`src/fcg_pkg.sv`:
```
// ----------------------------------------------------------------------------
// fcg_pkg
// Shared widths, constants, types and arithmetic helpers for the Fresnel
// chirp generator.
// ----------------------------------------------------------------------------
package fcg_pkg;

   // Block configuration
   localparam int MAX_DIM    = 4096;
   localparam int AMP_BITS   = 16;
   localparam int PHASE_BITS = 32;

   // Field widths
   localparam int IDX_W    = 12;
   localparam int CENTRE_W = 13;
   localparam int COEF_W   = 32;
   localparam int DIFF_W   = IDX_W + 2;
   localparam int SQ_W     = 2 * CENTRE_W + 1;
   localparam int PROD_W   = 40;
   localparam int ANGLE_W  = 32;
   localparam int ZW       = ANGLE_W + 1;
   localparam int XW       = 34;

   localparam int REQ_TDATA_W = ((2 * IDX_W + 7) / 8) * 8;
   localparam int RSP_TDATA_W = ((2 * AMP_BITS + 7) / 8) * 8;

   localparam int CSR_ADDR_W = 4;
   localparam int CSR_DATA_W = 32;

   localparam logic [IDX_W-1:0] IDX_MAX = IDX_W'(MAX_DIM - 1);

   // Phase precision: only the top bits of the turn fraction are kept
   localparam int ANGLE_KEEP = (PHASE_BITS < ANGLE_W) ? PHASE_BITS : ANGLE_W;
   localparam logic [ANGLE_W-1:0] ANGLE_MASK =
      ANGLE_W'(~((64'd1 << (ANGLE_W - ANGLE_KEEP)) - 64'd1));

   localparam logic signed [ZW-1:0] Z_QUARTER = ZW'(64'd1 << (ANGLE_W - 2));
   localparam logic signed [ZW-1:0] Z_HALF    = ZW'(64'd1 << (ANGLE_W - 1));

   // CORDIC
   localparam int CORDIC_ITERS    = 24;
   localparam int ITERS_PER_STAGE = 2;
   localparam int CORDIC_STAGES   = CORDIC_ITERS / ITERS_PER_STAGE;

   localparam logic signed [XW-1:0] CORDIC_GAIN = XW'(652032874);

   // arctan(2^-i) in turns, 2^32 per turn
   localparam logic signed [ZW-1:0] ATAN_TURNS [CORDIC_ITERS] = '{
      33'sd536870912, 33'sd316933406, 33'sd167458907, 33'sd85004756,
      33'sd42667331,  33'sd21354465,  33'sd10679838,  33'sd5340245,
      33'sd2670163,   33'sd1335087,   33'sd667544,    33'sd333772,
      33'sd166886,    33'sd83443,     33'sd41722,     33'sd20861,
      33'sd10430,     33'sd5215,      33'sd2608,      33'sd1304,
      33'sd652,       33'sd326,       33'sd163,       33'sd81
   };

   // Output rounding to Q1.(AMP_BITS-1)
   localparam int AMP_SHIFT = 31 - AMP_BITS;
   localparam logic signed [XW+1:0] AMP_RND = (XW+2)'(64'd1 << (AMP_SHIFT - 1));
   localparam logic signed [XW+1:0] AMP_LIM = (XW+2)'((64'd1 << (AMP_BITS - 1)) - 64'd1);

   // Register map
   typedef enum logic [1:0] {
      CSR_CENTRE_X = 2'd0,
      CSR_CENTRE_Y = 2'd1,
      CSR_COEF_X   = 2'd2,
      CSR_COEF_Y   = 2'd3
   } csr_index_type;

   typedef struct packed {
      logic [CENTRE_W-1:0] centre_x;
      logic [CENTRE_W-1:0] centre_y;
      logic [COEF_W-1:0]   coef_x;
      logic [COEF_W-1:0]   coef_y;
   } csr_regs_type;

   typedef struct packed {
      logic signed [ZW-1:0] z;
      logic                 flip;
   } phase_word_type;

   typedef struct packed {
      logic signed [XW-1:0] x;
      logic signed [XW-1:0] y;
      logic signed [ZW-1:0] z;
   } cordic_vec_type;

   // One CORDIC rotation step, shifts are floor (arithmetic)
   function automatic cordic_vec_type cordic_iter(input cordic_vec_type v, input int i);
      cordic_vec_type       r;
      logic signed [XW-1:0] sx;
      logic signed [XW-1:0] sy;
      sx = v.x >>> i;
      sy = v.y >>> i;
      if (!v.z[ZW-1]) begin
         r.x = v.x - sy;
         r.y = v.y + sx;
         r.z = v.z - ATAN_TURNS[i];
      end else begin
         r.x = v.x + sy;
         r.y = v.y - sx;
         r.z = v.z + ATAN_TURNS[i];
      end
      return r;
   endfunction

   // Round half up and saturate symmetrically
   function automatic logic [AMP_BITS-1:0] to_amp(input logic signed [XW:0] v);
      logic signed [XW+1:0] t;
      logic signed [XW+1:0] r;
      t = v + AMP_RND;
      r = t >>> AMP_SHIFT;
      if (r > AMP_LIM) begin
         r = AMP_LIM;
      end else if (r < -AMP_LIM) begin
         r = -AMP_LIM;
      end
      return r[AMP_BITS-1:0];
   endfunction

endpackage

```
`src/fcg_csr.sv`:
```
// ----------------------------------------------------------------------------
// fcg_csr
// Configuration registers behind the APB-style port.
// ----------------------------------------------------------------------------
module fcg_csr (
   input  logic                             clock,
   input  logic                             reset,
   input  logic                             csr_psel,
   input  logic                             csr_penable,
   input  logic                             csr_pwrite,
   input  logic [fcg_pkg::CSR_ADDR_W-1:0]   csr_paddr,
   input  logic [fcg_pkg::CSR_DATA_W-1:0]   csr_pwdata,
   output logic [fcg_pkg::CSR_DATA_W-1:0]   csr_prdata,
   output logic                             csr_pready,
   output fcg_pkg::csr_regs_type            regs
);

   fcg_pkg::csr_regs_type regs_ff;
   fcg_pkg::csr_index_type index;
   logic                   write_en;

   assign index      = fcg_pkg::csr_index_type'(csr_paddr[3:2]);
   assign write_en   = csr_psel & csr_penable & csr_pwrite;
   assign csr_pready = 1'b1;
   assign regs       = regs_ff;

   always_ff @(posedge clock) begin
      if (reset) begin
         regs_ff <= '0;
      end else if (write_en) begin
         case (index)
            fcg_pkg::CSR_CENTRE_X: begin
               regs_ff.centre_x <= csr_pwdata[fcg_pkg::CENTRE_W-1:0];
            end
            fcg_pkg::CSR_CENTRE_Y: begin
               regs_ff.centre_y <= csr_pwdata[fcg_pkg::CENTRE_W-1:0];
            end
            fcg_pkg::CSR_COEF_X: begin
               regs_ff.coef_x <= csr_pwdata[fcg_pkg::COEF_W-1:0];
            end
            fcg_pkg::CSR_COEF_Y: begin
               regs_ff.coef_y <= csr_pwdata[fcg_pkg::COEF_W-1:0];
            end
            default: begin
            end
         endcase
      end
   end

   always_comb begin
      case (index)
         fcg_pkg::CSR_CENTRE_X: csr_prdata = fcg_pkg::CSR_DATA_W'(regs_ff.centre_x);
         fcg_pkg::CSR_CENTRE_Y: csr_prdata = fcg_pkg::CSR_DATA_W'(regs_ff.centre_y);
         fcg_pkg::CSR_COEF_X:   csr_prdata = fcg_pkg::CSR_DATA_W'(regs_ff.coef_x);
         fcg_pkg::CSR_COEF_Y:   csr_prdata = fcg_pkg::CSR_DATA_W'(regs_ff.coef_y);
         default:               csr_prdata = '0;
      endcase
   end

endmodule

```
`config.mk`:
```
export PLATFORM = sky130hd
export DESIGN_NAME = fcg_csr
export DESIGN_NICKNAME = d
export VERILOG_FILES = /design/src/fcg_pkg.sv /design/src/fcg_csr.sv
export SDC_FILE = /design/constraint.sdc
export NUM_CORES = 1
export LEC_CHECK = 0
export BUFFER_PORTS_ARGS = -buffer_cell sky130_fd_sc_hd__buf_2
export CORE_UTILIZATION = 30
export DETAILED_ROUTE_END_ITERATION = 10
export GPL_TIMING_DRIVEN = 0
export PLACE_DENSITY = 0.6
export SLEW_MARGIN = 5
export SYNTH_ARGS = -nofsm -noshare
export SYNTH_HDL_FRONTEND = slang
export SYNTH_SLANG_ARGS = --single-unit
```
`constraint.sdc`:
```
create_clock -name clock -period 1.1 [get_ports clock]
set_input_delay 0.055 -clock clock [delete_from_list [all_inputs] [get_ports clock]]
set_output_delay 0.055 -clock clock [all_outputs]
set_load 0.05 [all_outputs]
```
# Yosys cells after proc, flatten, opt, wreduce, memory -nomap -nowiden
# Index checks and enable logic that the tools add are counted.
[word_totals]
ff_bits = 90
output_inout_bits = 123
wordCells = 15
[op_classes]
n_eq_ne = 3
n_mux = 1
bitwise = 2
n_reduce_logical = 5
[op_table]
columns = ["operator", "count"]
rows = [
  ["$pmux W32 S4", 1],
  ["$reduce_and A2 Y1", 4],
  ["$eq A2 B2 Y1 const B", 2],
  ["$and A1 B1 Y1", 2],
  ["$eq A2 B1 Y1 const B", 1],
  ["$logic_not A2 Y1", 1],
]

# Depth between registers and ports, before layout
[depth]
depth_word = 3
depth_mapped = 6

# Least setup slack after synthesis
# Ideal clock, no wire load.
[synth_path]
path_type = "flip-flop to output port"
start = "reg regs_ff, in the netlist regs[13]"
end = "out csr_prdata[13] (netlist name)"
arrival_time_ps = 1488
required_ps = 1045
slack_ps = -443
path_stages_with_launch = 3
path_buffers = 0
path_cell_list = "dfxtp_1 -> mux2i_1 -> nor2b_1"
[synth_between]
elab_chain_cells = 1
[synth_lines]
columns = ["item", "line_no", "source"]
rows = [
  ["start, declared", "fcg_csr.sv:18", "fcg_pkg::csr_regs_type regs_ff;"],
  ["$pmux W32 S4", "fcg_csr.sv:51", "case (index)"],
  ["end, declared", "fcg_csr.sv:13", "output logic [fcg_pkg::CSR_DATA_W-1:0] csr_prdata,"],
]
# No other way between the ends.

# Final worst setup path
[layout_path]
start = "reg regs_ff, in the netlist regs[0]"
end = "out csr_prdata[0] (netlist name)"
# Same word-level chain as after synthesis.

==> results.cfg <==
[worst_setup_path]
cp_max_fo = 3
start_kind = flip-flop
reg2reg_depth = 4
critPathRequiredTime_ns = 1.04
cp-end-kind = primary output
reg2reg_to = regs[52]
crit_type = reg -> out
reg2reg_from = regs[52]
critPathArrivalTime_ns = 1.34
r2r_slack_ns = 0.22

[power]
powerDensity_nw_per_um2 = 1120
finalPower_mw = 7.58
p_leak_nw = 3.11
peakVddDrop_uv = 673

[drt]
drt_iter0_drc = 201
vias = 3901
first_pass_iters = 4
wl_um = 14400
vias_per_cell = 4.77
drc = 0
ant_nets = 0
wl_per_cell_um = 17.6

[placement]
placed_cells = 770
placed_cell_area_sq_um = 5660
io_buffers = 158
dp_hpwl_um = 9950
place_congestion = 0.761

[final_layout]
area_growth_syn_to_layout_pct = 56.2
layout-drive-gt1-share_pct = 54.9
layout_common_cells = buf_2, nand2b_1, dfxtp_2
fill_cells = 1301
final_common_cell = buf_2
multi_input_area_sq_um = 2660
ff_latch_area_sq_um = 1960
nNetsFinal = 673
final_area_sq_um = 6790
fin_cells = 818
utilization_pct = 48.5
largest_reg_flops = 90

[status]
violations = negative setup slack
outcome = finished, violations left

[clocking]
cts_tree = yes
cts_buffers = 9
clockRootBuffer = clkbuf_16
clock-sinks = 90
insertion_delay_ns = 0.33
cts-htree-levels = 3
cts.path.max_buffers = 2
clk_pin_slew_worst_paths_ns = 0.07

[global_route]
grt_first_pass_wirelength_um = 21700
grt_pass1_vias = 3993
track_usage_pct = 19.1
grt_max_degree = 16
antenna_found_initial = 1
grt_overflow_total = 0

[synth]
ys_types = 18
syn_area_sq_um = 4350
syn-instance-count = 432
syn_area_per_cell_sq_um = 10.1
synth_edf_count = 0
syn_nets = 473
async_flop_share_pct = 0
ys_seq_area_share_pct = 41.5
yosysWarnings = 0
ys_seq_elements = 90
ys.flop_type = dfxtp_1

[sta]
rsz0062_at_grt = true
setup_slack_ns = -0.296
min_period_ns = 1.40
relSlewSlack_pct = 62.1
whs_ns = 0.00312
post-route-period-util_pct = 127
finClkSkew_ns = 0
worst_pin_slew_ns = 0.568
finalHoldViolCount = 0
setup_viol = 26
fmax_mhz = 717
drv_slew = 0

[worst_hold_path]
hp-class = in -> reg
hold_end = regs[57]
min_path_cells = 3
min-delay-start = csr_pwdata[25]

[job]
drv_cap = 0

[die]
fp-row-count = 43
core-area_sq_um = 14000
die_x_um = 122
ios = 164
die_y_um = 122
initial_utilization_pct = 31.1
dieArea_sq_um = 15000
## power breakdown
group          internal [mW]  switching (mW)
logic                  0.407           0.572
registers               3.26          0.0399
clock network           2.00            1.30
total                   5.67            1.91
## final cells by class
cell class              count  share of cell area [%]
diodes                      1                  0.0369
plain buffers              38                    4.09
clock buffers              10                    3.37
clock inverters             6                    1.35
inverters                   1                  0.0553
multi-input cells         303                    39.2
flip-flops and latches     90                    28.9
well taps                 180                    3.32
repair buffers            189                    19.6
## synth_stat cells, types with 2 or more instances
cell type  number  share of area (%)
dfxtp_1        90                 41
nand2b_1       91                 13
or3_1           2               0.29
buf_6           8                2.1
nor2b_1        51                7.3
o21ai_0        64                7.4
mux2i_1        77                 18
buf_4           2               0.35
buf_2           3               0.35
mux4_2         13                6.7
clkbuf_1       24                2.1
## critical path: stages, from the launching register on
cell	delay, ns
dfxtp_4	0.35
mux4_2	0.49
buf_6	0.17
## through the flow
step | TNS [ns] | worst slack [ns]
finish | -3.87 | -0.296
global route | -4.93 | -0.335
CTS | -4.68 | -0.310
detailed placement | -27.75 | -0.571
global placement | -26.60 | -0.560
floorplan | 0 | 0.00693
## worst max-delay path by stage
stage	start	end	slack [ns]
CTS	regs[8]	csr_prdata[8]	-0.31
finish	regs[0]	csr_prdata[0]	-0.30
global route	regs[0]	csr_prdata[0]	-0.33
floorplan	regs[74]	csr_prdata[10]	0.007
global placement	csr_paddr[2]	csr_prdata[11]	-0.56
detailed placement	csr_paddr[2]	csr_prdata[1]	-0.57
## metal layers
layer | up-vias | global-route usage [%] | routed length [um]
met3 | 8 | 2.56 | 524
met1 | 1924 | 26.0 | 6590
met5 | - | 0 | 0
li1 | 1868 | - | -
met2 | 101 | 31.0 | 7120
met4 | 0 | 6.55 | 123
## cells by family (layout without fill, tap and decap cells)
logic type / after synthesis / in the layout / synth area share, %
and+or+nand+nor: 148 / 148 / 21.6
muxes: 90 / 90 / 24.5
DFF: 90 / 90 / 41.5
AOI/OAI and AO/OA: 64 / 64 / 7.37
buffers and inverters: 39 / 244 / 5.01
other: 1 / 2 / 0.0863
## timing repair
item | CTS | global route
cloned | 0 | 1
setup buffers | 14 | 3
gates resized for setup | 99 | 44
hold buffers | 13 | 0
endpoints found under the setup margin | 32 | 48
hold endpoints to repair | 20 | 0
No activity file was read; power rests on OpenSTA's default activity.
