### src/fcg_pkg.sv
// ----------------------------------------------------------------------------
// fcg_pkg
// Shared widths, constants, types and arithmetic helpers for the Fresnel
// chirp generator.
// ----------------------------------------------------------------------------
package fcg_pkg;

   // Block configuration
   localparam int MAX_DIM    = 4096;
   localparam int AMP_BITS   = 16;
   localparam int PHASE_BITS = 32;

   // Field widths
   localparam int IDX_W    = 12;
   localparam int CENTRE_W = 13;
   localparam int COEF_W   = 32;
   localparam int DIFF_W   = IDX_W + 2;
   localparam int SQ_W     = 2 * CENTRE_W + 1;
   localparam int PROD_W   = 40;
   localparam int ANGLE_W  = 32;
   localparam int ZW       = ANGLE_W + 1;
   localparam int XW       = 34;

   localparam int REQ_TDATA_W = ((2 * IDX_W + 7) / 8) * 8;
   localparam int RSP_TDATA_W = ((2 * AMP_BITS + 7) / 8) * 8;

   localparam int CSR_ADDR_W = 4;
   localparam int CSR_DATA_W = 32;

   localparam logic [IDX_W-1:0] IDX_MAX = IDX_W'(MAX_DIM - 1);

   // Phase precision: only the top bits of the turn fraction are kept
   localparam int ANGLE_KEEP = (PHASE_BITS < ANGLE_W) ? PHASE_BITS : ANGLE_W;
   localparam logic [ANGLE_W-1:0] ANGLE_MASK =
      ANGLE_W'(~((64'd1 << (ANGLE_W - ANGLE_KEEP)) - 64'd1));

   localparam logic signed [ZW-1:0] Z_QUARTER = ZW'(64'd1 << (ANGLE_W - 2));
   localparam logic signed [ZW-1:0] Z_HALF    = ZW'(64'd1 << (ANGLE_W - 1));

   // CORDIC
   localparam int CORDIC_ITERS    = 24;
   localparam int ITERS_PER_STAGE = 2;
   localparam int CORDIC_STAGES   = CORDIC_ITERS / ITERS_PER_STAGE;

   localparam logic signed [XW-1:0] CORDIC_GAIN = XW'(652032874);

   // arctan(2^-i) in turns, 2^32 per turn
   localparam logic signed [ZW-1:0] ATAN_TURNS [CORDIC_ITERS] = '{
      33'sd536870912, 33'sd316933406, 33'sd167458907, 33'sd85004756,
      33'sd42667331,  33'sd21354465,  33'sd10679838,  33'sd5340245,
      33'sd2670163,   33'sd1335087,   33'sd667544,    33'sd333772,
      33'sd166886,    33'sd83443,     33'sd41722,     33'sd20861,
      33'sd10430,     33'sd5215,      33'sd2608,      33'sd1304,
      33'sd652,       33'sd326,       33'sd163,       33'sd81
   };

   // Output rounding to Q1.(AMP_BITS-1)
   localparam int AMP_SHIFT = 31 - AMP_BITS;
   localparam logic signed [XW+1:0] AMP_RND = (XW+2)'(64'd1 << (AMP_SHIFT - 1));
   localparam logic signed [XW+1:0] AMP_LIM = (XW+2)'((64'd1 << (AMP_BITS - 1)) - 64'd1);

   // Register map
   typedef enum logic [1:0] {
      CSR_CENTRE_X = 2'd0,
      CSR_CENTRE_Y = 2'd1,
      CSR_COEF_X   = 2'd2,
      CSR_COEF_Y   = 2'd3
   } csr_index_type;

   typedef struct packed {
      logic [CENTRE_W-1:0] centre_x;
      logic [CENTRE_W-1:0] centre_y;
      logic [COEF_W-1:0]   coef_x;
      logic [COEF_W-1:0]   coef_y;
   } csr_regs_type;

   typedef struct packed {
      logic signed [ZW-1:0] z;
      logic                 flip;
   } phase_word_type;

   typedef struct packed {
      logic signed [XW-1:0] x;
      logic signed [XW-1:0] y;
      logic signed [ZW-1:0] z;
   } cordic_vec_type;

   // One CORDIC rotation step, shifts are floor (arithmetic)
   function automatic cordic_vec_type cordic_iter(input cordic_vec_type v, input int i);
      cordic_vec_type       r;
      logic signed [XW-1:0] sx;
      logic signed [XW-1:0] sy;
      sx = v.x >>> i;
      sy = v.y >>> i;
      if (!v.z[ZW-1]) begin
         r.x = v.x - sy;
         r.y = v.y + sx;
         r.z = v.z - ATAN_TURNS[i];
      end else begin
         r.x = v.x + sy;
         r.y = v.y - sx;
         r.z = v.z + ATAN_TURNS[i];
      end
      return r;
   endfunction

   // Round half up and saturate symmetrically
   function automatic logic [AMP_BITS-1:0] to_amp(input logic signed [XW:0] v);
      logic signed [XW+1:0] t;
      logic signed [XW+1:0] r;
      t = v + AMP_RND;
      r = t >>> AMP_SHIFT;
      if (r > AMP_LIM) begin
         r = AMP_LIM;
      end else if (r < -AMP_LIM) begin
         r = -AMP_LIM;
      end
      return r[AMP_BITS-1:0];
   endfunction

endpackage

### src/fcg_phase.sv
// ----------------------------------------------------------------------------
// fcg_phase
// Four-stage phase pipeline: centre offset, square, coefficient multiply,
// sum to a turn fraction and fold into the right half plane.
// ----------------------------------------------------------------------------
module fcg_phase (
   input  logic                         clock,
   input  logic                         reset,
   input  logic                         ce,
   input  logic                         in_valid,
   input  logic [fcg_pkg::IDX_W-1:0]    in_col,
   input  logic [fcg_pkg::IDX_W-1:0]    in_row,
   input  fcg_pkg::csr_regs_type        regs,
   output logic                         out_valid,
   output fcg_pkg::phase_word_type      out_word
);

   logic [3:0] valid_ff;

   logic [fcg_pkg::IDX_W-1:0]           col_clamp, row_clamp;
   logic signed [fcg_pkg::DIFF_W-1:0]   dx_in, dy_in, dx_ff, dy_ff;
   logic signed [2*fcg_pkg::DIFF_W-1:0] sqx_full, sqy_full;
   logic [fcg_pkg::SQ_W-1:0]            sqx_in, sqy_in, sqx_ff, sqy_ff;
   logic [fcg_pkg::SQ_W+fcg_pkg::COEF_W-1:0] px_full, py_full;
   logic [fcg_pkg::PROD_W-1:0]          px_in, py_in, px_ff, py_ff;
   logic [fcg_pkg::PROD_W-1:0]          sum;
   logic [fcg_pkg::ANGLE_W-1:0]         angle;
   logic signed [fcg_pkg::ZW-1:0]       z_raw;
   fcg_pkg::phase_word_type             word_in, word_ff;

   // stage 1: distance from centre in half pixels
   always_comb begin
      col_clamp = (in_col > fcg_pkg::IDX_MAX) ? fcg_pkg::IDX_MAX : in_col;
      row_clamp = (in_row > fcg_pkg::IDX_MAX) ? fcg_pkg::IDX_MAX : in_row;
      dx_in = $signed({1'b0, col_clamp, 1'b0}) - $signed({1'b0, regs.centre_x});
      dy_in = $signed({1'b0, row_clamp, 1'b0}) - $signed({1'b0, regs.centre_y});
   end

   // stage 2: square
   always_comb begin
      sqx_full = dx_ff * dx_ff;
      sqy_full = dy_ff * dy_ff;
      sqx_in   = sqx_full[fcg_pkg::SQ_W-1:0];
      sqy_in   = sqy_full[fcg_pkg::SQ_W-1:0];
   end

   // stage 3: scale by coefficient; only the low 40 bits reach the phase
   always_comb begin
      px_full = sqx_ff * regs.coef_x;
      py_full = sqy_ff * regs.coef_y;
      px_in   = px_full[fcg_pkg::PROD_W-1:0];
      py_in   = py_full[fcg_pkg::PROD_W-1:0];
   end

   // stage 4: turn fraction, folded to +-quarter turn with a sign flip
   always_comb begin
      sum   = px_ff + py_ff;
      angle = sum[fcg_pkg::PROD_W-1 -: fcg_pkg::ANGLE_W] & fcg_pkg::ANGLE_MASK;
      z_raw = $signed({angle[fcg_pkg::ANGLE_W-1], angle});
      word_in.z    = z_raw;
      word_in.flip = 1'b0;
      if (z_raw > fcg_pkg::Z_QUARTER) begin
         word_in.z    = z_raw - fcg_pkg::Z_HALF;
         word_in.flip = 1'b1;
      end else if (z_raw < -fcg_pkg::Z_QUARTER) begin
         word_in.z    = z_raw + fcg_pkg::Z_HALF;
         word_in.flip = 1'b1;
      end
   end

   always_ff @(posedge clock) begin
      if (reset) begin
         valid_ff <= '0;
      end else if (ce) begin
         valid_ff <= {valid_ff[2:0], in_valid};
      end
   end

   always_ff @(posedge clock) begin
      if (ce) begin
         dx_ff   <= dx_in;
         dy_ff   <= dy_in;
         sqx_ff  <= sqx_in;
         sqy_ff  <= sqy_in;
         px_ff   <= px_in;
         py_ff   <= py_in;
         word_ff <= word_in;
      end
   end

   assign out_valid = valid_ff[3];
   assign out_word  = word_ff;

endmodule

### config.mk
export PLATFORM = sky130hd
export DESIGN_NAME = fcg_phase
export DESIGN_NICKNAME = d
export VERILOG_FILES = /design/src/fcg_pkg.sv /design/src/fcg_phase.sv
export SDC_FILE = /design/constraint.sdc
export NUM_CORES = 2
export LEC_CHECK = 0
export ABC_AREA = 1
export BUFFER_PORTS_ARGS = -buffer_cell sky130_fd_sc_hd__buf_2
export CAP_MARGIN = 20
export CORE_AREA = 8 8 522 524
export DETAILED_ROUTE_END_ITERATION = 7
export DIE_AREA = 0 0 530 532
export PLACE_DENSITY_LB_ADDON = 0.3
export SLEW_MARGIN = 15
export SYNTH_ARGS = -nofsm -noshare
export SYNTH_HDL_FRONTEND = slang
export SYNTH_SLANG_ARGS = --single-unit
### constraint.sdc
create_clock -name clock -period 11.1 [get_ports clock]
set_input_delay 2.22 -clock clock [delete_from_list [all_inputs] [get_ports clock]]
set_output_delay 2.22 -clock clock [all_outputs]
set_load 0.005 [all_outputs]
## Word level (Yosys, flattened, before mapping)

Cells that the tools add are included.

- Bits in registers: 200
- Input port bits: 118
- Output and inout bits: 35
- Word-level logic and storage cells: 26

- $add $sub $neg: 5
- Multiply operators: 4
- Magnitude comparators: 4
- Mux-type cells: 4

Operators by type and width:

| cell | count |
|---|---|
| multiplier 27 x 32 -> 40 bit | 2 |
| two-way mux 34 bit | 2 |
| multiplier 14 x 14 -> 27 bit | 2 |
| adder 40 bit | 1 |
| adder 32 x 33 -> 33 bit, second input constant | 1 |
| subtractor 32 x 33 -> 33 bit, second input constant | 1 |
| > comparator 32 bit, second input constant | 1 |
| less-than comparator 32 x 31 -> 1 bit, second input constant | 1 |
| subtractor 13 x 13 -> 14 bit | 2 |
| > comparator 12 bit, second input constant | 2 |
| two-way mux 12 bit | 2 |

## Logic depth before layout (Yosys ltp)

- Depth in word-level cells: 4
- Depth in mapped cells: 32
- Gate-level depth less buffers: 30

## Worst setup path before layout

OpenSTA, ideal clock, no wires.

- Path kind: input to register
- Start point: input regs[51] in the netlist's numbering
- End point: register px_ff[31] in the netlist's numbering, data pin
- Setup time: 0.260 ns
- Data arrival time: 7.983 ns
- Required time: 10.840 ns
- Slack: 2.857 ns
- Cell stages on the path: 24
- Buffers on the path: 2
- Cell sequence: clkbuf_1 -> buf_1 -> nand2_1 -> fa_1 -> inv_1 -> fa_1 -> inv_1 -> fa_1 -> fa_1 -> inv_1 -> fa_1 -> fa_1 -> inv_1 -> fa_1 -> inv_1 -> ha_1 -> nand2_1 -> nor2_1 -> inv_1 -> nor3_1 -> a21oi_1 -> o21ai_0 -> a21oi_1 -> xnor2_1

- Cells in the longest elaborated chain, start to end: 1

Ends and longest elaborated chain:

| item | line | RTL |
|---|---|---|
| start: declaration | fcg_phase.sv:13 | `input fcg_pkg::csr_regs_type regs,` |
| multiplier 27 x 32 -> 40 bit | fcg_phase.sv:49 | `px_full = sqx_ff * regs.coef_x;` |
| net px_full (one bit) | fcg_phase.sv:24 | `logic [fcg_pkg::SQ_W+fcg_pkg::COEF_W-1:0] px_full, py_full;` |
| end signal: assignment | fcg_phase.sv:85 | `px_ff <= px_in;` |
| end: declaration | fcg_phase.sv:25 | `logic [fcg_pkg::PROD_W-1:0] px_in, py_in, px_ff, py_ff;` |

The timed path passes the listed nets, and every way through them passes these cells.
A chain may end at the register's enable or synchronous reset.

## Worst setup path in the final report

- Start point: input regs[41] in the netlist's numbering
- End point: register px_ff[37] in the netlist's numbering, data pin

Same word-level chain as after synthesis.

==> results.json <==
{
  "cts_setup_buffers": 0,
  "max_stage_delay_ps": 590,
  "grt_usage_pct": 13.7,
  "post-route-min-period_ps": 8390,
  "synth-seq-area-share_pct": 8.99,
  "die_h_um": 532,
  "fin_skew_ps": 32.0,
  "yosys-top-cells-count": "inv_1 (2708), nand2_1 (2087), fa_1 (1443)",
  "cp.required_ps": 11460,
  "tightest_slew_ps": 1180,
  "cts_hold_buf": 0,
  "clk_latency_ps": 560,
  "grt_antenna_before_repair": 12,
  "synthTopCellsByArea": "fa_1 (44%), inv_1 (15%), nand2_1 (12%)",
  "fill_cells": 28900,
  "crit_type": "input pin to flop",
  "worstSetupStartpointType": "input pin",
  "cp_slowest_cell": "fa_1",
  "h-tree-depth": 4,
  "rsz0062_at_grt": "no",
  "die_x_um": 530,
  "gr-total-overflow": 0,
  "yosys_most_used_dff": "edfxtp_1",
  "period_share_pct": 75.6,
  "grt_pass1_wl_um": 303000,
  "drv_slew": 0,
  "ys_types": 53,
  "crit_arrival_ps": 8760,
  "synth_seq_cells": 198,
  "pre_cts_slack_ps": 2180,
  "syn_area_sq_mm": 0.0657,
  "grt_pass1_vias": 54100,
  "max_freq_ghz": 0.119,
  "drc": 0,
  "areaGrowthSynthToFinish_pct": 7.47,
  "drive_gt1_share_pct": 3.54,
  "cp_max_fo": 26,
  "synth.avg_cell_area_sq_um": 8.06,
  "drt_first_pass_iters": 5,
  "drtAntennaViolNets": 0,
  "ctsResizeCount": 0,
  "status": "finished, final reports clean",
  "hold_slack_ps": 461,
  "start_util_pct": 24.9,
  "synth_top_cell_area_share_pct": 44.0,
  "vias": 48700,
  "finalSetupViolations": 0,
  "place_hpwl_um": 155000,
  "vias_per_cell": 4.19,
  "io_buffers": 152,
  "gp_congestion": 0.862,
  "clk_path_buf_depth": 2,
  "yosysMostFrequentCell": "inv_1",
  "r2r_slack_ps": 3570,
  "grt_max_degree": 141,
  "cts_sinks": 198,
  "nNetsFinal": 10100,
  "synth_top_area_cell": "fa_1",
  "clk_root_buffer_cell": "clkbuf_16",
  "crit_chain": "buf_2, nand2_1, fa_1, inv_1, fa_1, fa_1, fa_1, fa_1, fa_1, inv_1, fa_1, inv_1, ha_1, nand2_1, nor4_1, nand3_1, nand3_1, a21o_1, nand3_1, nand2_1, xor2_1",
  "worst_slack_ps": 2710,
  "end_kind": "flop",
  "dpl_cell_area_sq_mm": 0.0701,
  "clkTransAtPathRegs_ps": 80,
  "ios": 153,
  "first_iter_violations": 2807,
  "max_slew_margin_pct": 21.1,
  "synth_edf_count": 194,
  "hold_class": "flop to flop",
  "syn_inst": 8153,
  "synth_warnings": 0,
  "wl_per_cell_um": 16.4,
  "core-area_sq_mm": 0.264,
  "synthArstFlopShare_pct": 0,
  "cts_buffers": 17,
  "fin_setup_tns_ps": 0,
  "dieArea_sq_mm": 0.282,
  "crit_top_cell": "fa_1",
  "cap_violations": 0,
  "routed_wl_um": 191000,
  "placement_rows": 189,
  "tritoncts": "yes",
  "hold_violations": 0,
  "stdcell_area_sq_mm": 0.0706
}
==> placed cells by master (no fill, tap or decap), types with 17 or more instances in the layout <==
cell	n
inv_1	2708
nand2_1	2087
fa_1	1443
ha_1	480
edfxtp_1	194
a21oi_1	174
nor2_1	162
buf_2	151
xor2_1	144
nand3_1	96
xnor2_1	94
o21ai_0	63
buf_4	42
nand4_1	26
nor3_1	18
o21bai_1	17
clkbuf_16	17
==> per-stage QoR <==
stage,utilization [%],instances
after floorplan,-,8154
after global placement,26.5,11600
after detailed placement,26.5,11600
after CTS,26.8,11600
after global routing,26.8,11600
final,26.8,11600
==> state kept, by name, summed over array words and instances (netlist names) <==
register	flops
dx_ff	14
dy_ff	14
out_word	34
px_ff	40
py_ff	40
sqx_ff	26
sqy_ff	26
valid_ff	4
==> worst max-delay path, delay by kind of cell <==
kind	cells	cell delay, ps
xor gates and xnor gates	1	210
adders and majority gates	8	3930
buffers and inverters	4	730
and+or+nand+nor	7	1400
AOI/OAI and AO/OA	1	210
==> worst paths after layout <==
check              startpoint           to  depth (start not counted)
hold reg to reg   valid_ff[3]  valid_ff[3]                          2
hold / removal    valid_ff[3]  valid_ff[3]                          2
setup / recovery     regs[41]    px_ff[37]                         21
setup reg to reg    sqy_ff[6]    py_ff[38]                         26
==> cells by family after synthesis <==
| group | share of synthesized area, % |
|---|---|
| AOI/OAI and AO/OA | 2.88 |
| xor gates and xnor gates | 3.20 |
| adders and majority gates | 53.1 |
| buffers and inverters | 17.3 |
| DFF | 8.99 |
| other | 0.00571 |
| and+or+nand+nor | 14.5 |
==> per-layer routing <==
metal	vias to the layer above	routed length [um]	track usage, %
met5	-	68	0
met4	10	6590	4.39
met3	336	9550	1.93
met2	1258	92700	23.8
met1	24500	82000	17.5
li1	22600	-	-
==> layout make-up <==
cell class                 count  area (sq um)  area share, %
inverter                    2712         10200           14.4
antenna                        2          5.00        0.00709
clock buffer                  18           429          0.608
clock inverter                14           121          0.172
sequential                   198          5910           8.36
timing repair buffer         195          1110           1.57
multi-input combinational   4940         48400           68.6
tap                         3533          4420           6.26
Power is left out: the tool's default activity adds up to more than one toggle a clock period on the data nets, which glitch-free logic cannot reach.
